[src/design/ddmcs_pkg.sv]
package ddmcs_pkg;

    localparam int unsigned STEP_BITS           = 20;
    localparam int unsigned OUT_CNT_W           = 20;
    localparam int unsigned CONF_SLOPE_UP_STEP  = 0;
    localparam int unsigned CONF_SLOPE_LOW_STEP = 0;
    localparam int unsigned CFG_IDX_W           = 3;
    localparam int unsigned CFG_DATA_W          = 32;

    localparam logic [OUT_CNT_W-1:0] OUT_CNT_MAX = '1;

    typedef logic [STEP_BITS-1:0] t_step;

    typedef enum logic [CFG_IDX_W-1:0] {
        REG_DRIFT_STEP      = 3'd0,
        REG_POST_DRIFT_STEP = 3'd1,
        REG_START_LEVEL     = 3'd2,
        REG_UPPER_BOUND     = 3'd3,
        REG_BOUND_COLLAPSE  = 3'd4,
        REG_CONF_UPPER      = 3'd5,
        REG_CONF_LOWER      = 3'd6
    } t_reg_idx;

    typedef struct packed {
        logic signed [31:0] drift_step;
        logic signed [31:0] post_drift_step;
        logic        [30:0] start_level;
        logic        [30:0] upper_bound;
        logic        [30:0] bound_collapse;
        logic signed [31:0] conf_upper;
        logic signed [31:0] conf_lower;
    } t_cfg;

    typedef struct packed {
        logic        [OUT_CNT_W-1:0] decision_steps;
        logic                        choice_upper;
        logic                        correct;
        logic signed [31:0]          decision_evidence;
        logic signed [31:0]          final_evidence;
        logic        [OUT_CNT_W-1:0] confidence_steps;
        logic                        high_confidence;
    } t_result;

    // Clamp a 34-bit signed sum into 32-bit signed range.
    function automatic logic signed [31:0] sat32(input logic signed [33:0] v);
        logic signed [31:0] r;
        begin
            if (v[33:31] == 3'b000 || v[33:31] == 3'b111) begin
                r = v[31:0];
            end else if (v[33]) begin
                r = {1'b1, 31'd0};
            end else begin
                r = {1'b0, {31{1'b1}}};
            end
            return r;
        end
    endfunction

    function automatic logic [30:0] sat_add31(input logic [30:0] a, input logic [30:0] b);
        logic [31:0] s;
        begin
            s = {1'b0, a} + {1'b0, b};
            return s[31] ? '1 : s[30:0];
        end
    endfunction

    function automatic t_step count_up(input t_step c);
        return (c != '1) ? c + t_step'(1) : c;
    endfunction

    function automatic logic [OUT_CNT_W-1:0] out_count(input t_step c);
        logic [32:0] w;
        begin
            w = 33'(c);
            return (w > 33'(OUT_CNT_MAX)) ? OUT_CNT_MAX : w[OUT_CNT_W-1:0];
        end
    endfunction

endpackage

[src/design/ddmcs_cfg_regs.sv]
module ddmcs_cfg_regs (
    input  logic                                i_clk,
    input  logic                                i_rst_n,
    input  logic                                i_cfg_we,
    input  logic [ddmcs_pkg::CFG_IDX_W-1:0]     i_cfg_index,
    input  logic [ddmcs_pkg::CFG_DATA_W-1:0]    i_cfg_data,
    output ddmcs_pkg::t_cfg                     o_cfg
);

    ddmcs_pkg::t_cfg r_cfg;

    always_ff @(posedge i_clk) begin
        if (!i_rst_n) begin
            r_cfg.drift_step      <= '0;
            r_cfg.post_drift_step <= '0;
            r_cfg.start_level     <= 31'd32768;
            r_cfg.upper_bound     <= 31'd65536;
            r_cfg.bound_collapse  <= '0;
            r_cfg.conf_upper      <= 32'sd65536;
            r_cfg.conf_lower      <= 32'sd65536;
        end else if (i_cfg_we) begin
            case (i_cfg_index)
                ddmcs_pkg::REG_DRIFT_STEP:      r_cfg.drift_step      <= i_cfg_data;
                ddmcs_pkg::REG_POST_DRIFT_STEP: r_cfg.post_drift_step <= i_cfg_data;
                ddmcs_pkg::REG_START_LEVEL:     r_cfg.start_level     <= i_cfg_data[30:0];
                ddmcs_pkg::REG_UPPER_BOUND:     r_cfg.upper_bound     <= i_cfg_data[30:0];
                ddmcs_pkg::REG_BOUND_COLLAPSE:  r_cfg.bound_collapse  <= i_cfg_data[30:0];
                ddmcs_pkg::REG_CONF_UPPER:      r_cfg.conf_upper      <= i_cfg_data;
                ddmcs_pkg::REG_CONF_LOWER:      r_cfg.conf_lower      <= i_cfg_data;
                default: ;
            endcase
        end
    end

    assign o_cfg = r_cfg;

endmodule

[src/design/ddmcs_trial_core.sv]
module ddmcs_trial_core (
    input  logic                i_clk,
    input  logic                i_rst_n,
    input  ddmcs_pkg::t_cfg     i_cfg,
    input  logic                i_go,
    input  logic signed [31:0]  i_noise,
    output logic                o_emit,
    output ddmcs_pkg::t_result  o_result
);

    logic                    r_post;
    logic signed [31:0]      r_ev;
    logic signed [31:0]      r_anchor;
    ddmcs_pkg::t_step        r_cnt1;
    ddmcs_pkg::t_step        r_cnt2;
    logic [30:0]             r_coll;
    logic [30:0]             r_up_sh;
    logic [30:0]             r_low_sh;
    logic                    r_chose_up;
    logic                    r_correct;

    logic                    n_post;
    logic signed [31:0]      n_ev;
    logic signed [31:0]      n_anchor;
    ddmcs_pkg::t_step        n_cnt1;
    ddmcs_pkg::t_step        n_cnt2;
    logic [30:0]             n_coll;
    logic [30:0]             n_up_sh;
    logic [30:0]             n_low_sh;
    logic                    n_chose_up;
    logic                    n_correct;

    // decision phase
    logic signed [31:0]      d_base;
    logic signed [31:0]      d_ev;
    logic signed [32:0]      d_upper;
    logic signed [31:0]      d_lower;
    logic                    d_hit_up;
    logic                    d_hit_low;
    logic                    conf_closed;

    // post-decision phase
    logic signed [31:0]      p_ev;
    logic signed [33:0]      p_hi;
    logic signed [33:0]      p_lo;
    logic signed [33:0]      p_up_sh;
    logic signed [33:0]      p_low_sh;
    logic                    p_hit_hi;
    logic                    p_hit_lo;

    always_comb begin
        d_base   = (r_cnt1 == '0) ? $signed({1'b0, i_cfg.start_level}) : r_ev;
        n_coll   = ddmcs_pkg::sat_add31(r_coll, i_cfg.bound_collapse);
        d_ev     = ddmcs_pkg::sat32(34'(d_base) + 34'(i_cfg.drift_step) + 34'(i_noise));
        d_upper  = $signed({2'b00, i_cfg.upper_bound}) - $signed({2'b00, n_coll});
        d_lower  = $signed({1'b0, n_coll});
        // upper bound wins when both are reached
        d_hit_up  = 33'(d_ev) >= d_upper;
        d_hit_low = d_ev <= d_lower;
        conf_closed = (i_cfg.conf_upper <= 32'sd0) || (i_cfg.conf_lower <= 32'sd0);

        n_up_sh  = ddmcs_pkg::sat_add31(r_up_sh, 31'(ddmcs_pkg::CONF_SLOPE_UP_STEP));
        n_low_sh = ddmcs_pkg::sat_add31(r_low_sh, 31'(ddmcs_pkg::CONF_SLOPE_LOW_STEP));
        p_up_sh  = $signed({3'b000, n_up_sh});
        p_low_sh = $signed({3'b000, n_low_sh});
        p_ev     = ddmcs_pkg::sat32(34'(r_ev) + 34'(i_cfg.post_drift_step) + 34'(i_noise));
        if (r_chose_up) begin
            p_hi = 34'(r_anchor) + 34'(i_cfg.conf_upper) - p_up_sh;
            p_lo = 34'(r_anchor) - 34'(i_cfg.conf_lower) + p_low_sh;
        end else begin
            p_hi = 34'(r_anchor) + 34'(i_cfg.conf_lower) - p_low_sh;
            p_lo = 34'(r_anchor) - 34'(i_cfg.conf_upper) + p_up_sh;
        end
        p_hit_hi = 34'(p_ev) >= p_hi;
        p_hit_lo = 34'(p_ev) <= p_lo;

        n_post     = r_post;
        n_ev       = r_ev;
        n_anchor   = r_anchor;
        n_cnt1     = r_cnt1;
        n_cnt2     = r_cnt2;
        n_chose_up = r_chose_up;
        n_correct  = r_correct;
        o_emit     = 1'b0;
        o_result.high_confidence = 1'b0;
        o_result.final_evidence  = r_anchor;

        if (!r_post) begin
            n_cnt1 = ddmcs_pkg::count_up(r_cnt1);
            n_ev   = d_ev;
            if (d_hit_up || d_hit_low) begin
                n_chose_up = d_hit_up;
                n_correct  = d_hit_up ? !i_cfg.drift_step[31] : i_cfg.drift_step[31];
                n_ev       = d_hit_up ? d_upper[31:0] : d_lower;
                n_anchor   = n_ev;
                n_post     = !conf_closed;
                o_emit     = conf_closed;
                o_result.final_evidence = n_ev;
            end
        end else begin
            n_cnt2 = ddmcs_pkg::count_up(r_cnt2);
            n_ev   = p_ev;
            o_result.final_evidence = p_ev;
            if (p_hit_hi || p_hit_lo) begin
                o_emit = 1'b1;
                o_result.high_confidence = p_hit_hi ? r_chose_up : !r_chose_up;
            end
        end

        o_result.decision_steps    = ddmcs_pkg::out_count(n_cnt1);
        o_result.choice_upper      = n_chose_up;
        o_result.correct           = n_correct;
        o_result.decision_evidence = n_anchor;
        o_result.confidence_steps  = ddmcs_pkg::out_count(n_cnt2);
    end

    always_ff @(posedge i_clk) begin
        if (!i_rst_n) begin
            r_post     <= 1'b0;
            r_anchor   <= '0;
            r_cnt1     <= '0;
            r_cnt2     <= '0;
            r_coll     <= '0;
            r_up_sh    <= '0;
            r_low_sh   <= '0;
            r_chose_up <= 1'b0;
            r_correct  <= 1'b0;
        end else if (i_go) begin
            r_anchor   <= n_anchor;
            r_chose_up <= n_chose_up;
            r_correct  <= n_correct;
            if (o_emit) begin
                // trial done: next request starts a new trial
                r_post   <= 1'b0;
                r_cnt1   <= '0;
                r_cnt2   <= '0;
                r_coll   <= '0;
                r_up_sh  <= '0;
                r_low_sh <= '0;
            end else begin
                r_post <= n_post;
                r_cnt1 <= n_cnt1;
                r_cnt2 <= n_cnt2;
                if (!r_post) begin
                    r_coll <= n_coll;
                end else begin
                    r_up_sh  <= n_up_sh;
                    r_low_sh <= n_low_sh;
                end
            end
        end
    end

    // evidence is reloaded from start_level at each trial's first step
    always_ff @(posedge i_clk) begin
        if (i_go) begin
            r_ev <= n_ev;
        end
    end

endmodule

[src/design/ddm_two_stage_confidence_step.sv]
// Two-stage drift-diffusion trial engine with collapsing decision bounds and
// post-decision confidence bounds.
// Input channel: one request per time step, carrying noise_step (Q16.16).
// Output channel: one result per finished trial (decision and confidence data).
// Configuration: write i_cfg_data to register i_cfg_index while i_cfg_we is
// high; only while no request is in flight. Unknown indexes are ignored.
// Timing: a request is captured in an input register, then one step of the
// trial (a three-input saturating add and the bound compares) runs from that
// register; a step that ends the trial loads the result register. A result
// passes the input register and then the result register before it is seen.
// Throughput: one request per cycle unless a stall holds it; the single-step
// add/compare loop on the evidence register sets that figure.
// Stall: while a result waits in the output register, a captured request that
// ends a trial holds and input ready drops until the result is taken.
// Requests that do not end a trial never wait on the output.
// Reset: configuration returns to its default values, the output register
// empties and a new trial starts with the next request.
module ddm_two_stage_confidence_step (
    input  logic                                i_clk,
    input  logic                                i_rst_n,
    input  logic                                i_cfg_we,
    input  logic [ddmcs_pkg::CFG_IDX_W-1:0]     i_cfg_index,
    input  logic [ddmcs_pkg::CFG_DATA_W-1:0]    i_cfg_data,
    input  logic                                i_in_valid,
    output logic                                o_in_ready,
    input  logic signed [31:0]                  i_noise_step,
    output logic                                o_out_valid,
    input  logic                                i_out_ready,
    output logic [ddmcs_pkg::OUT_CNT_W-1:0]     o_decision_steps,
    output logic                                o_choice_upper,
    output logic                                o_correct,
    output logic signed [31:0]                  o_decision_evidence,
    output logic signed [31:0]                  o_final_evidence,
    output logic [ddmcs_pkg::OUT_CNT_W-1:0]     o_confidence_steps,
    output logic                                o_high_confidence
);

    ddmcs_pkg::t_cfg     cfg;
    ddmcs_pkg::t_result  core_result;
    logic                core_emit;
    logic                step_go;

    logic                r_in_valid;
    logic signed [31:0]  r_noise;
    logic                r_out_valid;
    ddmcs_pkg::t_result  r_out;

    ddmcs_cfg_regs u_cfg_regs (
        .i_clk       (i_clk),
        .i_rst_n     (i_rst_n),
        .i_cfg_we    (i_cfg_we),
        .i_cfg_index (i_cfg_index),
        .i_cfg_data  (i_cfg_data),
        .o_cfg       (cfg)
    );

    ddmcs_trial_core u_trial_core (
        .i_clk    (i_clk),
        .i_rst_n  (i_rst_n),
        .i_cfg    (cfg),
        .i_go     (step_go),
        .i_noise  (r_noise),
        .o_emit   (core_emit),
        .o_result (core_result)
    );

    assign step_go    = r_in_valid && (!core_emit || !r_out_valid || i_out_ready);
    assign o_in_ready = !r_in_valid || step_go;

    always_ff @(posedge i_clk) begin
        if (!i_rst_n) begin
            r_in_valid <= 1'b0;
        end else if (i_in_valid && o_in_ready) begin
            r_in_valid <= 1'b1;
        end else if (step_go) begin
            r_in_valid <= 1'b0;
        end
    end

    always_ff @(posedge i_clk) begin
        if (i_in_valid && o_in_ready) begin
            r_noise <= i_noise_step;
        end
    end

    always_ff @(posedge i_clk) begin
        if (!i_rst_n) begin
            r_out_valid <= 1'b0;
        end else if (step_go && core_emit) begin
            r_out_valid <= 1'b1;
        end else if (i_out_ready) begin
            r_out_valid <= 1'b0;
        end
    end

    always_ff @(posedge i_clk) begin
        if (step_go && core_emit) begin
            r_out <= core_result;
        end
    end

    assign o_out_valid         = r_out_valid;
    assign o_decision_steps    = r_out.decision_steps;
    assign o_choice_upper      = r_out.choice_upper;
    assign o_correct           = r_out.correct;
    assign o_decision_evidence = r_out.decision_evidence;
    assign o_final_evidence    = r_out.final_evidence;
    assign o_confidence_steps  = r_out.confidence_steps;
    assign o_high_confidence   = r_out.high_confidence;

    // a captured request is neither lost nor altered while it waits
    a_in_hold: assert property (@(posedge i_clk) disable iff (!i_rst_n)
        r_in_valid && !step_go |=> r_in_valid && $stable(r_noise))
        else $error("captured request lost or changed");

    // a taken result with no new trial end leaves the output empty
    a_out_drain: assert property (@(posedge i_clk) disable iff (!i_rst_n)
        o_out_valid && i_out_ready && !(step_go && core_emit) |=> !o_out_valid)
        else $error("result repeated");

    // every trial takes at least one decision step
    a_dec_steps: assert property (@(posedge i_clk) disable iff (!i_rst_n)
        step_go && core_emit |=> o_out_valid && (o_decision_steps != '0))
        else $error("result without decision step");

endmodule

[config.mk]
export PLATFORM = sky130hd
export DESIGN_NAME = ddm_two_stage_confidence_step
export DESIGN_NICKNAME = d
export VERILOG_FILES = /design/src/design/ddmcs_pkg.sv /design/src/design/ddmcs_cfg_regs.sv /design/src/design/ddmcs_trial_core.sv /design/src/design/ddm_two_stage_confidence_step.sv
export SDC_FILE = /design/constraint.sdc
export NUM_CORES = 2
export LEC_CHECK = 0
export ABC_AREA = 1
export CAP_MARGIN = 5
export CORE_ASPECT_RATIO = 1.75
export CORE_MARGIN = 10
export CORE_UTILIZATION = 45
export DETAILED_ROUTE_END_ITERATION = 16
export DONT_BUFFER_PORTS = 1
export HOLD_SLACK_MARGIN = 0.03
export SYNTH_ARGS = -nofsm -noshare
export SYNTH_HDL_FRONTEND = slang
export SYNTH_HIERARCHICAL = 1
export SYNTH_SLANG_ARGS = --single-unit
[constraint.sdc]
create_clock -name i_clk -period 17.9 [get_ports i_clk]
set_input_delay 0.895 -clock i_clk [delete_from_list [all_inputs] [get_ports i_clk]]
set_output_delay 0.895 -clock i_clk [all_outputs]
set_load 0.02 [all_outputs]
# After elaboration in Yosys (flattened, before gate mapping)
# Index checks and enable logic that the tools add are counted.
[classes]
n_addsub = 16
multipliers = 0
n_div = 0
magnitude_cmp = 6
n_eq_ne = 11
shift = 0
muxes = 39
bitwise_logic = 0
reduce_logical = 33
[op_table]
columns = ["op", "count"]
rows = [
  ["2-to-1 mux 32 bit", 11],
  ["adder 32 x 32 -> 33 bit", 4],
  ["2-to-1 mux 31 bit", 4],
  ["2-to-1 mux 20 bit", 6],
  ["adder 33 x 32 -> 34 bit", 2],
  ["adder 34 x 32 -> 34 bit", 2],
  ["2-to-1 mux 34 bit", 2],
  ["subtractor 34 x 32 -> 34 bit", 2],
  ["subtractor 32 x 32 -> 33 bit", 2],
  ["less-or-equal comparator 32 x 1 -> 1 bit, second input constant", 2],
  ["adder 20 x 1 -> 20 bit, second input constant", 2],
  ["inequality test 20 bit, second input constant", 2],
  [">= comparator 32 x 34 -> 1 bit", 1],
  ["less-or-equal comparator 32 x 34 -> 1 bit", 1],
  ["adder 31 x 31 -> 32 bit", 1],
  [">= comparator 32 bit", 1],
  ["less-or-equal comparator 32 bit", 1],
  ["subtractor 31 x 31 -> 32 bit", 1],
  ["zero test 20 bit", 1],
  ["AND reduction 2 bit", 10],
  ["2-to-1 mux 1 bit", 16],
  ["== test 3 bit, second input constant", 5],
  ["zero test 3 bit", 3],
  ["logical OR 1 bit", 8],
  ["other kinds (6)", 15],
]
[totals]
register_bits = 531
latchBits = 0
ram_bits = 0
mem_bits_ro = 0
input_bits = 72
output_inout_bits = 109
elab_cells = 131
mem_count = 0

# Logic depth before layout (Yosys ltp)
[logic_depth]
word_depth = 18
ltp_mapped = 59
ltp_nobuf = 54

# Modules after synthesis
# Netlist, hierarchy kept.
[modules_own_cells]
columns = ["mod", "instances", "cells_per_inst", "area_each_um2", "seq_area_each_um2"]
rows = [
  ["ddmcs_trial_core", 1, 4160, 25212.9, 3083.0],
  ["ddmcs_cfg_regs", 1, 1247, 8629.5, 4424.2],
  ["ddm_two_stage_confidence_step", 1, 157, 4292.9, 4214.0],
]

# Least setup slack after synthesis
# Ideal clock, no wire load.
[synth_timing]
path_kind = "reg2reg"
from = "register u_trial_core.r_cnt1[12]"
to = "register u_trial_core.r_anchor[23]"
setup_time_ps = 109
t_arrival_ps = 8694
t_required_ps = 17791
setup_slack_ps = 9097
stages_incl_launch_ff = 50
n_path_buf = 6
synth_period_minus_slack_ps = 8803
path_cell_list = "dfxtp_1 -> or4_1 -> nor4_1 -> nand3_1 -> clkbuf_1 -> mux2i_1 -> fa_1 -> inv_1 -> ha_1 -> inv_1 -> fa_1 -> inv_1 -> nand2_1 -> o21ai_2 -> nand2_1 -> nand2_2 -> nand2_1 -> nand2_2 -> [14 not listed] -> nor4_1 -> nand2_1 -> nand2_1 -> nand2_1 -> nand3_1 -> nand3_1 -> nor2_4 -> nand2_2 -> buf_6 -> nand3_2 -> nand2_1 -> a31oi_1 -> clkbuf_1 -> clkbuf_1 -> buf_1 -> nand3_1 -> nand2_1 -> inv_1"
[synth_via]
elab_chain_cells = 15
elab_cells_between_ends = 21
classes_between = "add/sub (2); order compare (2); eq/ne (1); mux (8); reduce/logical (8)"
[synth_rtl]
columns = ["item", "line_no", "text"]
rows = [
  ["start: declaration", "ddmcs_trial_core.sv:14", "ddmcs_pkg::t_step r_cnt1;"],
  ["start signal: assignment", "ddmcs_trial_core.sv:142", "r_cnt1 <= n_cnt1;"],
  ["zero test 20 bit *", "ddmcs_trial_core.sv:52", "d_base = (r_cnt1 == '0) ? $signed({1'b0, i_cfg.start_level}) : r_ev;"],
  ["2-to-1 mux 32 bit *", "ddmcs_trial_core.sv:52", ""],
  ["adder 32 x 32 -> 33 bit *", "ddmcs_trial_core.sv:54", "d_ev = ddmcs_pkg::sat32(34'(d_base) + 34'(i_cfg.drift_step) + 34'(i_noise));"],
  ["adder 33 x 32 -> 34 bit *", "ddmcs_trial_core.sv:54", ""],
  ["== test 3 bit or zero test 3 bit (tied branches)", "ddmcs_pkg.sv:48", "if (v[33:31] == 3'b000 || v[33:31] == 3'b111) begin"],
  ["logical OR 1 bit", "ddmcs_pkg.sv:48", ""],
  ["2-to-1 mux 32 bit *", "ddmcs_pkg.sv:48", ""],
  [">= comparator 32 bit or less-or-equal comparator 32 bit (tied branches)", "ddmcs_trial_core.sv:58, ddmcs_trial_core.sv:59", ""],
  ["logical OR 1 bit *", "ddmcs_trial_core.sv:91", "if (d_hit_up || d_hit_low) begin"],
  ["2-to-1 mux 1 bit *", "ddmcs_trial_core.sv:91", ""],
  ["2-to-1 mux 1 bit *", "ddmcs_trial_core.sv:88", "if (!r_post) begin"],
  ["net core_emit", "ddm_two_stage_confidence_step.sv:40", "logic core_emit;"],
  ["zero test 1 bit *", "ddm_two_stage_confidence_step.sv:67", "assign step_go = r_in_valid && (!core_emit || !r_out_valid || i_out_ready);"],
  ["logical OR 1 bit * (2 in series)", "ddm_two_stage_confidence_step.sv:67", ""],
  ["logical AND 1 bit *", "ddm_two_stage_confidence_step.sv:67", ""],
  ["net step_go", "ddm_two_stage_confidence_step.sv:41", "logic step_go;"],
  ["end signal: assignment", "ddmcs_trial_core.sv:129", "r_anchor <= n_anchor;"],
  ["end: declaration", "ddmcs_trial_core.sv:13", "logic signed [31:0] r_anchor;"],
]
# The timed path passes the listed nets; every way through them passes the cells marked *.
# A chain may end at the register's enable or synchronous reset.

# Worst setup path in the final report
[layout_timing]
from = "register u_trial_core.r_cnt1[12]"
to = "register u_trial_core.r_cnt1[13]"
[layout_via]
elab_chain_cells = 15
elab_cells_between_ends = 23
classes_between = "add/sub (3); order compare (2); eq/ne (2); mux (8); reduce/logical (8)"
[layout_rtl]
columns = ["item", "line_no"]
rows = [
  ["zero test 20 bit *", "ddmcs_trial_core.sv:52"],
  ["2-to-1 mux 32 bit *", "ddmcs_trial_core.sv:52"],
  ["adder 32 x 32 -> 33 bit *", "ddmcs_trial_core.sv:54"],
  ["adder 33 x 32 -> 34 bit *", "ddmcs_trial_core.sv:54"],
  ["== test 3 bit or zero test 3 bit (tied branches)", "ddmcs_pkg.sv:48"],
  ["logical OR 1 bit", "ddmcs_pkg.sv:48"],
  ["2-to-1 mux 32 bit *", "ddmcs_pkg.sv:48"],
  [">= comparator 32 bit or less-or-equal comparator 32 bit (tied branches)", "ddmcs_trial_core.sv:58, ddmcs_trial_core.sv:59"],
  ["logical OR 1 bit *", "ddmcs_trial_core.sv:91"],
  ["2-to-1 mux 1 bit *", "ddmcs_trial_core.sv:91"],
  ["2-to-1 mux 1 bit *", "ddmcs_trial_core.sv:88"],
  ["net core_emit", "ddm_two_stage_confidence_step.sv:40"],
  ["zero test 1 bit *", "ddm_two_stage_confidence_step.sv:67"],
  ["logical OR 1 bit * (2 in series)", "ddm_two_stage_confidence_step.sv:67"],
  ["logical AND 1 bit *", "ddm_two_stage_confidence_step.sv:67"],
  ["net step_go", "ddm_two_stage_confidence_step.sv:41"],
]
# Marked as above.

==> flow_metrics.env <==
export IMPL_numPortBuffers=0
export IMPL_initial_utilization=0.4522
export IMPL_wl_mm=154.4
export IMPL_period_minus_slack_ps=11320
export IMPL_drive_above_1_share=0.03226
export IMPL_clkLatencyLatePin_ps=650
export IMPL_power_density_nw_per_um2=169.3
export IMPL_synth_area_leaders="dfxtp_1 17%, nand2_1 15%, edfxtp_1 13%, ha_1 11%, nor2_1 7.5%"
export IMPL_utilization=0.4816
export IMPL_drtIter0Drc=2550
export IMPL_cpMostUsedCell="nand2_1"
export IMPL_synth_seq_cells=500
export IMPL_hold_viol_final=0
export IMPL_dr_total_vias=36801
export IMPL_tns_ps=0
export IMPL_wl_per_cell_um=23.55
export IMPL_netlist_cell_type_count=56
export IMPL_async_flop_share=0
export IMPL_whs_ps=340.3
export IMPL_synth_edf_count=171
export IMPL_viasPerCell=5.611
export IMPL_holdPathStages=0
export IMPL_fp_row_count=141
export IMPL_syn_area_per_cell_um2=6.854
export IMPL_cts_setup_buffers=0
export IMPL_die_area_um2=97250
export IMPL_power_total_mw=6.875
export IMPL_cpPeakStageDelay_ps=860
export IMPL_htree_levels=2
export IMPL_switchingPower_mw=3.624
export IMPL_regToRegSetupSlack_ps=6580
export IMPL_holdPathEnd="r_noise[0]"
export IMPL_grt_remaining_overflow=0
export IMPL_antenna_found_initial=1
export IMPL_cts_resized=0
export IMPL_crit_path_start_kind="register"
export IMPL_path_clk_slew_ps=70
export IMPL_synth_area_um2=38140
export IMPL_hp_class="input port to register"
export IMPL_clockBufferDepth=3
export IMPL_fmax_mhz=88.32
export IMPL_path_buf_inv=9
export IMPL_worstPathMaxFanout=143
export IMPL_required_ps=18460
export IMPL_slew_limit_headroom=0.1866
export IMPL_critical_path_top_delay_family="simple AND/OR/NAND/NOR gates"
export IMPL_syn_to_final_growth_pct=6.493
export IMPL_synthCells=5564
export IMPL_p_comb_frac=0.617
export IMPL_design_core_area_um2=84330
export IMPL_r2r_start="u_trial_core/r_cnt1[12]"
export IMPL_cts_root_buffer="clkbuf_16"
export IMPL_synth_top_cell_by_area="dfxtp_1"
export IMPL_grt_pass1_vias=36667
export IMPL_rsz0062_at_grt="no"
export IMPL_chipHeight_um=405.1
export IMPL_drc=0
export IMPL_path_class="register to register"
export IMPL_intPower_mw=3.251
export IMPL_worstPathArrival_ps=11890
export IMPL_period_share=0.6326
export IMPL_fp_dieW_um=240.1
export IMPL_grt_pass1_wl_mm=225.8
export IMPL_tightest_slew_ps=1217
export IMPL_ir_worst_vdd_v=0.0001243
export IMPL_setup_viol=0
export IMPL_reg2reg_to="u_trial_core/r_cnt1[13]"
export IMPL_p_leak_nw=19.03
export IMPL_yosysSeqAreaShare=0.3074
export IMPL_holdBufCountCts=0
export IMPL_final_max_slew_viol_count=0
export IMPL_postRouteAntennaNets=0
export IMPL_reg2regPathDepth=43
export IMPL_p_clk_frac=0.163
export IMPL_final_setup_skew_ps=23.78
export IMPL_synth_ff_type="dfxtp_1"
export IMPL_hold_start="i_noise_step[0]"
export IMPL_dp_hpwl_mm=123.2
export IMPL_dr_pass1_iters=6
export IMPL_clkSinkCount=500
export IMPL_drv_cap=0
export IMPL_fillers=8808
export IMPL_gp_congestion=0.9991
export IMPL_p_seq_frac=0.219
export IMPL_slowest_stage="nand2_1"
export IMPL_run_status="complete, no violations"
export IMPL_tritoncts="yes"
export IMPL_nets=5908
export IMPL_ys_warn_count=6
export IMPL_cts_buffers=51
export IMPL_synth_top_area_frac=0.1727
export IMPL_grt_max_degree=226
export IMPL_p_sw_frac=0.5271
export IMPL_design_portCount=181
export IMPL_gr_usage_all_layers=0.3128
export IMPL_synth_fp_nets=6028
export IMPL_end_kind="register"
-- synth_stat cells, drive strengths merged, types with 15 or more instances --
| library cell | count |
|---|---|
| a21boi | 22 |
| a21o | 24 |
| a21oi | 351 |
| buf | 112 |
| clkbuf | 98 |
| dfxtp | 329 |
| edfxtp | 171 |
| fa | 70 |
| ha | 322 |
| inv | 558 |
| nand2 | 1546 |
| nand3 | 470 |
| nand3b | 17 |
| nand4 | 93 |
| nor2 | 770 |
| nor3 | 41 |
| nor4 | 29 |
| o21ai | 265 |
| o21bai | 15 |
| xnor2 | 68 |
| xor2 | 107 |
-- layout make-up --
type / instances / area [um2] / area share
timing repair buffer: 37 / 290.3 / 0.007148
clock buffer: 62 / 1420 / 0.03497
tap: 1072 / 1341 / 0.03303
sequential: 500 / 11730 / 0.2887
inverter: 560 / 2108 / 0.05191
antenna: 1 / 2.502 / 0.00006162
clock inverter: 33 / 289.0 / 0.007117
multi-input combinational: 4294 / 23430 / 0.5770
-- power by group through the flow --
stage | clock network [mW] | logic (mW) | registers, mW
2_1_floorplan | 0 | 2.85 | 1.49
3_3_place_gp | 0 | 4.12 | 1.53
3_5_place_dp | 0 | 4.15 | 1.53
4_1_cts | 1.14 | 4.17 | 1.50
5_1_grt | 1.18 | 4.71 | 1.51
6_report | 1.12 | 4.24 | 1.51
-- logic make-up (layout without fill, tap and decap cells) --
logic type,after synthesis,in the layout,share of synthesized area
AND/OR/NAND/NOR,2981,2981,0.3224
buffers and inverters,770,692,0.08022
AO/OA/AOI/OAI,744,744,0.1069
flip-flops,500,500,0.3074
adder cells (fa/ha/maj),392,392,0.1424
XOR/XNOR,175,175,0.04019
multiplexers,2,2,0.0005250
other,0,1,0
-- layout by cell type (no fill, tap or decap), types with 14 or more instances in the layout --
cell type  instances
o211ai_1          14
edfxtp_1         171
nor2_1           758
ha_1             322
inv_1            547
dfxtp_1          327
a21oi_1          348
nand2_1         1541
nand4_1           92
clkbuf_16         53
a21boi_0          20
o21ai_0          251
o21bai_1          15
a21o_1            24
xnor2_1           68
nor4_1            28
fa_1              70
nand3_1          466
o21a_1            14
xor2_1           107
nor3_1            41
buf_4             36
nand3b_1          17
-- per-stage QoR --
stage / setup WS, ps / cell area [um2] / std cells
after detailed placement: 6599 / 38900 / 6463
after global routing: 5748 / 40610 / 6558
after floorplan: 9097 / 38140 / 5564
after CTS: 6556 / 40610 / 6558
after global placement: 6741 / 38900 / 6463
final: 6577 / 40610 / 6559
-- sequential cells by signal, indices dropped and copies added (netlist names), 20 cells and up --
name / flops
o_decision_evidence: 32
r_noise: 32
u_trial_core/r_cnt1: 20
o_final_evidence: 32
o_confidence_steps: 20
u_trial_core/r_anchor: 32
o_decision_steps: 20
u_trial_core/r_ev: 32
u_trial_core/r_coll: 31
u_trial_core/r_cnt2: 20
u_cfg_regs/o_cfg: 221
-- how the worst max path moves through the flow --
| stage | startpoint | to | slack (ps) | cells past startpoint |
|---|---|---|---|---|
| 6_report | u_trial_core/r_cnt1[12] | u_trial_core/r_cnt1[13] | 6580 | 43 |
| 5_1_grt | u_trial_core/r_cnt1[13] | u_trial_core/r_cnt2[19] | 5750 | 44 |
| 4_1_cts | u_trial_core/r_cnt1[12] | u_trial_core/r_cnt1[13] | 6560 | 43 |
| 3_5_place_dp | u_trial_core/r_cnt1[12] | u_trial_core/r_cnt2[19] | 6600 | 43 |
| 3_3_place_gp | u_trial_core/r_cnt1[12] | u_trial_core/r_cnt2[19] | 6740 | 43 |
| 2_1_floorplan | u_trial_core/r_cnt1[12] | u_trial_core/r_anchor[23] | 9100 | 49 |
-- per-layer routing --
layer | GRT usage | wire length [um] | up-vias
li1 | - | - | 17954
met1 | 0.3045 | 52550 | 17209
met2 | 0.5800 | 79970 | 1174
met3 | 0.03115 | 6481 | 464
met4 | 0.2701 | 15440 | 0
met5 | 0 | 0 | -
(Power assumes the default switching activity.)
